===== src/sabp_pkg.sv =====
// Package for the stream anchor byte patcher: widths, register indexes, reset values and types.
package sabp_pkg;

    localparam int BYTE_W       = 8;
    localparam int ANCHOR_W     = 56;
    localparam int CFG_DATA_W   = 56;
    localparam int CFG_INDEX_W  = 3;
    localparam int MATCH_W      = 4;
    localparam int TAIL_POS_W   = 5;

    localparam logic [MATCH_W-1:0]    ANCHOR_LEN      = 4'd14;
    localparam logic [TAIL_POS_W-1:0] TAIL_FIRST_SITE = 5'd1;
    localparam logic [TAIL_POS_W-1:0] TAIL_LAST_SITE  = 5'd17;

    // Register indexes on the configuration channel.
    localparam logic [CFG_INDEX_W-1:0] REG_ENABLE      = 3'd0;
    localparam logic [CFG_INDEX_W-1:0] REG_ANCHOR_HEAD = 3'd1;
    localparam logic [CFG_INDEX_W-1:0] REG_ANCHOR_TAIL = 3'd2;
    localparam logic [CFG_INDEX_W-1:0] REG_MATCH_VALUE = 3'd3;
    localparam logic [CFG_INDEX_W-1:0] REG_FIRST_REPL  = 3'd4;
    localparam logic [CFG_INDEX_W-1:0] REG_SECOND_REPL = 3'd5;

    // Reset values of the registers.
    localparam logic [ANCHOR_W-1:0] ANCHOR_HEAD_RST = 56'h0001AE5B5E7500;
    localparam logic [ANCHOR_W-1:0] ANCHOR_TAIL_RST = 56'h6D000400010005;
    localparam logic [BYTE_W-1:0]   MATCH_VALUE_RST = 8'h05;
    localparam logic [BYTE_W-1:0]   FIRST_REPL_RST  = 8'h02;
    localparam logic [BYTE_W-1:0]   SECOND_REPL_RST = 8'h03;

    typedef struct packed {
        logic                enable;
        logic [ANCHOR_W-1:0] anchor_head;
        logic [ANCHOR_W-1:0] anchor_tail;
        logic [BYTE_W-1:0]   match_value;
        logic [BYTE_W-1:0]   first_replacement;
        logic [BYTE_W-1:0]   second_replacement;
    } sabp_cfg_t;

    typedef struct packed {
        logic [MATCH_W-1:0]    anchor_matched;
        logic                  tail_active;
        logic [TAIL_POS_W-1:0] tail_position;
    } sabp_state_t;

    typedef struct packed {
        logic [BYTE_W-1:0] out_byte;
        logic              rewrote;
        logic              rewrite_site;
    } sabp_result_t;

    // Anchor byte at position idx; byte 0 sits in the top bits of the head word.
    function automatic logic [BYTE_W-1:0] anchor_byte(
        input logic [ANCHOR_W-1:0] head,
        input logic [ANCHOR_W-1:0] tail,
        input logic [MATCH_W-1:0]  idx
    );
        logic [2*ANCHOR_W-1:0] full;
        logic [MATCH_W-1:0]    rev;
        logic [6:0]            base;
        full = {head, tail};
        rev  = (ANCHOR_LEN - 4'd1) - idx;
        base = {rev, 3'b000};
        if (idx < ANCHOR_LEN) begin
            return full[base +: BYTE_W];
        end
        return '0;
    endfunction

endpackage


===== src/sabp_step.sv =====
// Anchor tracking state and the per-byte match and rewrite logic.
module sabp_step
    import sabp_pkg::*;
(
    input  logic              clk,
    input  logic              rst_n,
    input  logic              advance,
    input  logic [BYTE_W-1:0] data_byte,
    input  sabp_cfg_t         cfg_q,
    output sabp_result_t      result,
    output sabp_state_t       state_q
);

    sabp_state_t state_reg;
    sabp_state_t state_next;

    logic [MATCH_W-1:0] cur_idx;
    logic [MATCH_W-1:0] inc_idx;
    logic               byte_is_match;
    logic               hit_anchor;
    logic               hit_first;

    assign state_q       = state_reg;
    assign byte_is_match = (data_byte == cfg_q.match_value);
    assign cur_idx       = (state_reg.anchor_matched >= ANCHOR_LEN) ? '0
                                                                    : state_reg.anchor_matched;
    assign inc_idx       = cur_idx + 4'd1;
    assign hit_anchor    = (data_byte == anchor_byte(cfg_q.anchor_head, cfg_q.anchor_tail,
                                                     cur_idx));
    assign hit_first     = (data_byte == anchor_byte(cfg_q.anchor_head, cfg_q.anchor_tail,
                                                     '0));

    always_comb
    begin
        state_next          = state_reg;
        result.out_byte     = data_byte;
        result.rewrote      = 1'b0;
        result.rewrite_site = 1'b0;
        if (cfg_q.enable) begin
            if (state_reg.tail_active) begin
                if (state_reg.tail_position == TAIL_FIRST_SITE && byte_is_match) begin
                    result.out_byte = cfg_q.first_replacement;
                    result.rewrote  = 1'b1;
                end
                if (state_reg.tail_position >= TAIL_LAST_SITE) begin
                    if (byte_is_match) begin
                        result.out_byte     = cfg_q.second_replacement;
                        result.rewrote      = 1'b1;
                        result.rewrite_site = 1'b1;
                    end
                    state_next.tail_active    = 1'b0;
                    state_next.tail_position  = '0;
                    state_next.anchor_matched = '0;
                end else begin
                    state_next.tail_position = state_reg.tail_position + 5'd1;
                end
            end else if (hit_anchor) begin
                if (inc_idx >= ANCHOR_LEN) begin
                    state_next.anchor_matched = '0;
                    state_next.tail_active    = 1'b1;
                    state_next.tail_position  = '0;
                end else begin
                    state_next.anchor_matched = inc_idx;
                end
            end else begin
                state_next.anchor_matched = hit_first ? 4'd1 : 4'd0;
            end
        end
    end

    always_ff @(posedge clk or negedge rst_n)
    begin
        if (!rst_n) begin
            state_reg <= '0;
        end else if (advance) begin
            state_reg <= state_next;
        end
    end

endmodule


===== config.mk =====
export PLATFORM = sky130hd
export DESIGN_NAME = sabp_step
export DESIGN_NICKNAME = d
export VERILOG_FILES = /design/src/sabp_pkg.sv /design/src/sabp_step.sv
export SDC_FILE = /design/constraint.sdc
export NUM_CORES = 1
export LEC_CHECK = 0
export BUFFER_PORTS_ARGS = -buffer_cell sky130_fd_sc_hd__buf_2
export CAP_MARGIN = 20
export CORE_ASPECT_RATIO = 0.75
export CORE_UTILIZATION = 49
export CTS_BUF_LIST = sky130_fd_sc_hd__clkbuf_4 sky130_fd_sc_hd__clkbuf_8
export DETAILED_ROUTE_END_ITERATION = 7
export PLACE_DENSITY_LB_ADDON = 0.3
export SETUP_SLACK_MARGIN = 0.4
export SYNTH_ARGS = -nofsm -noshare
export SYNTH_HDL_FRONTEND = slang
export SYNTH_SLANG_ARGS = --single-unit
export TNS_END_PERCENT = 10

===== constraint.sdc =====
create_clock -name clk -period 5.9 [get_ports clk]
set_input_delay 0.59 -clock clk [delete_from_list [all_inputs] [get_ports clk]]
set_output_delay 0.59 -clock clk [all_outputs]
set_load 0.02 [all_outputs]

==> impl.org <==
** Route
- First-pass iteration count of the detailed router :: 5
- After the first detailed-routing iteration, the DRC count stood at between 400 and 500.
- Summed over all layers, the routed wires come to around 9700 um.
- Post-route DRC :: 0
- Total number of vias :: 3493
- Routed WL per cell :: about 17 um
- Remaining antenna violation count :: 0
- Via/cell ratio :: approximately 6.2

** Power and ir drop
- In this run the power density over the cells is between 80 and 90 nW/um2.
- VDD sags by at most approximately 0.000074 V.
- For this design the static power due to leakage is 1.53 nW.

** Timing
- Setup repair after global routing left no endpoint under its margin.
- The tightest hold path in the finished design has a slack of 0.210 ns.
- Aggregate negative setup slack :: 0 ns
- Final hold violation count :: 0
- Max Transition Viols Final :: 0
- Top achievable clock speed :: 236 MHz
- Headroom to the max-slew limit :: between 20% and 30%
- Worst Tran Pin Value :: roughly 1.0 ns
- Dividing the final minimum period by the clock period gives 71.9%.
- The smallest clock period supported by the final layout is computed as about 4.2 ns.
- Between clock sinks in the finished design, the worst skew comes to around 0.0036 ns.
- Final setup violating endpoints :: 0

** Floorplanning
- The die is around 66 um tall.
- Horizontal die dimension :: between 80 and 90 um
- 168 I/O pins were placed.
- Once the floorplan was initialized, standard cells occupied between 50% and 60% of the core.
- Placeable Area :: between 5000 and 6000 um2
- Std cell rows :: 23
- The die covers around 5800 um2.

** Clock tree
- The root buffer cell chosen for the clock tree is sky130_fd_sc_hd__clkbuf_8.
- CTS buffer count :: 3
- Clk sinks :: 10
- Post-CTS Hold Fix Bufs :: 0
- Number of levels the H-tree was split into :: 1
- TritonCTS built the clock tree.
- Clock-pin slew was measured on the worst setup and hold paths at ~0.050 ns.
- Post-CTS sizing :: 0
- Setup bufs post-CTS :: 0
- Deepest clock path buffer count :: 2
- The clock reaches the later pin of the worst-skew pair after around 0.24 ns.

** Logic synthesis
- For this run, the number of Yosys warnings is 0.
- Dominant synthesized flop cell :: sky130_fd_sc_hd__dfrtp_1
- After technology mapping, the gate count stands at around 350.
- For this run, the register share of the synthesized area comes to a little under a tenth.
- Summing every instance area after synthesis gives 2720 um2.
- Post-synthesis area per instance :: slightly below 8 um2
- In this run, synthesis inferred 0 flip-flops with an integrated enable.
- The number of different library cells used by synthesis comes to 69.
- After synthesis, the share of flip-flops with an asynchronous set or reset is 100%.
- The number of nets in the synthesized netlist is 498.
- Counting flops and latches in the post-synthesis netlist gives 10.

** Worst setup path
- Highest-delay cell along the critical path :: sky130_fd_sc_hd__xnor2_1
- Counting cells, the worst reg-to-reg path comes to 10.
- Worst R2R Setup Slack :: 1.66 ns
- Arr. time, crit path :: about 4.4 ns
- Worst Path Max Fanout :: 15
- Ordered cell list for the critical path :: a21bo_1 > inv_1 > ha_1 > xnor2_1 > o221ai_1 > o41ai_1 > xor2_1 > or4_4 > o41ai_2 > nor2_1
- WP data required :: approximately 6.0 ns
- The critical path is of the reg2reg type.
- Worst flop-to-flop path endpoint :: state_q[4]
- Reg-to-reg startpoint :: state_q[8]
- Maximum single-stage delay on the critical path :: around 0.85 ns
- CP endpoint kind :: register
- STA classifies the critical path startpoint as a register.

** Global routing
- The number of antenna violations at the first check in global routing is 0.
- Summed over all layers, the global routing overflow is 0.
- The first global-routing pass estimated between 10000 and 15000 um of wire.
- Vias in the first global route :: slightly above 3k
- Global router's overall resource usage :: a little under a third
- Pin count of the biggest net entering global routing :: 47

** Layout
- Summing all multi-input logic gate instances after layout gives between 2000 and 2500 um2.
- Fraction of the core area covered by cells at the end of the flow :: between 60% and 70%
- Signed area change from the synthesized netlist to the final layout :: 30.8%
- 0 antenna diodes ended up in the layout.
- In the final layout, flip-flops and latches occupy between 200 and 300 um2.
- Number of filler cells placed in the layout :: between 400 and 500
- The post-route netlist has between 40% and 50% of its cells at a drive strength greater than 1.
- Non-Filler Cell Area, Final :: around 3600 um2
- Nets :: 645
- The register with the most flip-flops in the layout has 10 of them.

** Min path
- The path class of the tightest hold or removal check is in2async.

** Run
- Total of max-cap violations :: 0

** Place
- Placed instance area :: about 3500 um2
- Half-perimeter wire length after detailed placement :: roughly 8000 um
- Number of I/O port buffers :: ~170
- Final weighted congestion in routability-driven placement :: between 0.9 and 1

** Run status
- Run status :: finished, final reports clean
through the flow:
stage / setup slack [ns] / power [mW] / std cells
2_1_floorplan: 2.18 / 0.147 / 346
3_3_place_gp: 1.92 / 0.219 / 563
4_1_cts: 1.74 / 0.300 / 567
3_5_place_dp: 1.73 / 0.221 / 563
6_report: 1.66 / 0.302 / 567
5_1_grt: 1.34 / 0.318 / 567
cells in the final DEF (no fill, tap or decap), drive strengths merged, types with 4 or more instances in the layout:
cell,n
a2111oi,7
a211oi,4
a21oi,22
a31oi,4
buf,170
clkbuf,4
dfrtp,10
ha,4
inv,9
mux2,11
mux2i,35
mux4,5
nand2,26
nand2b,4
nand3,19
nor2,20
nor3,7
nor4,5
o21ai,22
o221ai,5
o22ai,18
o31ai,5
xnor2,15
xor2,10
worst max path at each step:
stage | from | to | slack, ns | cells after the start
after detailed placement | state_q[7] | state_q[4] | 1.73 | 11
final | state_q[8] | state_q[4] | 1.66 | 10
after global routing | state_q[8] | state_q[8] | 1.34 | 10
after global placement | state_q[7] | state_q[8] | 1.92 | 12
after CTS | state_q[7] | state_q[4] | 1.74 | 11
after floorplan | state_q[7] | state_q[4] | 2.18 | 14
where the power goes:
| part | switching (mW) | total (mW) | internal [mW] |
|---|---|---|---|
| logic | 0.0715 | 0.149 | 0.0776 |
| registers | 0.00428 | 0.0736 | 0.0693 |
| clock network | 0.0272 | 0.0792 | 0.0519 |
| total | 0.103 | 0.302 | 0.199 |
worst max-delay path, delay by kind of cell, from the launching register on:
family / cells / cell delay (ns)
XOR/XNOR: 2 / 1.05
adder cells (fa/ha/maj): 1 / 0.30
AO/OA/AOI/OAI: 4 / 1.19
flip-flops: 1 / 0.68
AND/OR/NAND/NOR: 2 / 0.65
buffers and inverters: 1 / 0.23
synth_stat cells, drive strengths merged (3+ instances only):
master | count | area share [%]
or3 | 3 | 0.69
o22ai | 18 | 4.1
clkbuf | 10 | 1.4
a2111oi | 7 | 4.1
mux2i | 35 | 13
nand3 | 19 | 3.5
buf | 18 | 4.7
o31ai | 5 | 1.4
mux2 | 11 | 4.6
a211oi | 4 | 1.1
nor4 | 5 | 1.4
nand2 | 26 | 3.7
nor3 | 7 | 1.5
mux4 | 5 | 4.1
o41ai | 3 | 1.5
a21oi | 22 | 4.1
xnor2 | 15 | 4.8
ha | 4 | 1.8
nand2b | 4 | 0.92
or4 | 3 | 0.97
a21boi | 3 | 1.2
o211a | 3 | 1.1
o21ai | 22 | 4.1
nor2 | 20 | 2.8
dfrtp | 10 | 9.2
o221ai | 5 | 1.6
nand4 | 3 | 0.69
xor2 | 10 | 3.5
a31oi | 4 | 0.92
o21a | 3 | 0.83
inv | 9 | 1.2
nor2b | 3 | 0.69
kinds of logic after synthesis:
group	count (synthesis)	synth area share, %
AOI/OAI and AO/OA	116	32.0
and+or+nand+nor	103	19.6
muxes	51	21.6
buffers and inverters	37	7.37
xor gates and xnor gates	25	8.34
DFF	10	9.22
adders and majority gates	4	1.84
per-layer routing:
| layer | up-vias | track usage (%) | share of wire [%] |
|---|---|---|---|
| met5 | - | 0 | 0 |
| li1 | 1630 | - | - |
| met2 | 233 | 50.1 | 45 |
| met1 | 1622 | 46.7 | 45 |
| met4 | 0 | 4.10 | 0.47 |
| met3 | 8 | 5.33 | 9.6 |
area by class of cell:
| cell class | count | area share, % |
|---|---|---|
| multi-input cells | 299 | 63.8 |
| repair buffers | 170 | 24.2 |
| flip-flops and latches | 10 | 7.08 |
| well taps | 75 | 2.64 |
| clock buffers | 4 | 1.37 |
| inverters | 9 | 0.951 |
No activity file was read; power rests on OpenSTA's default activity.
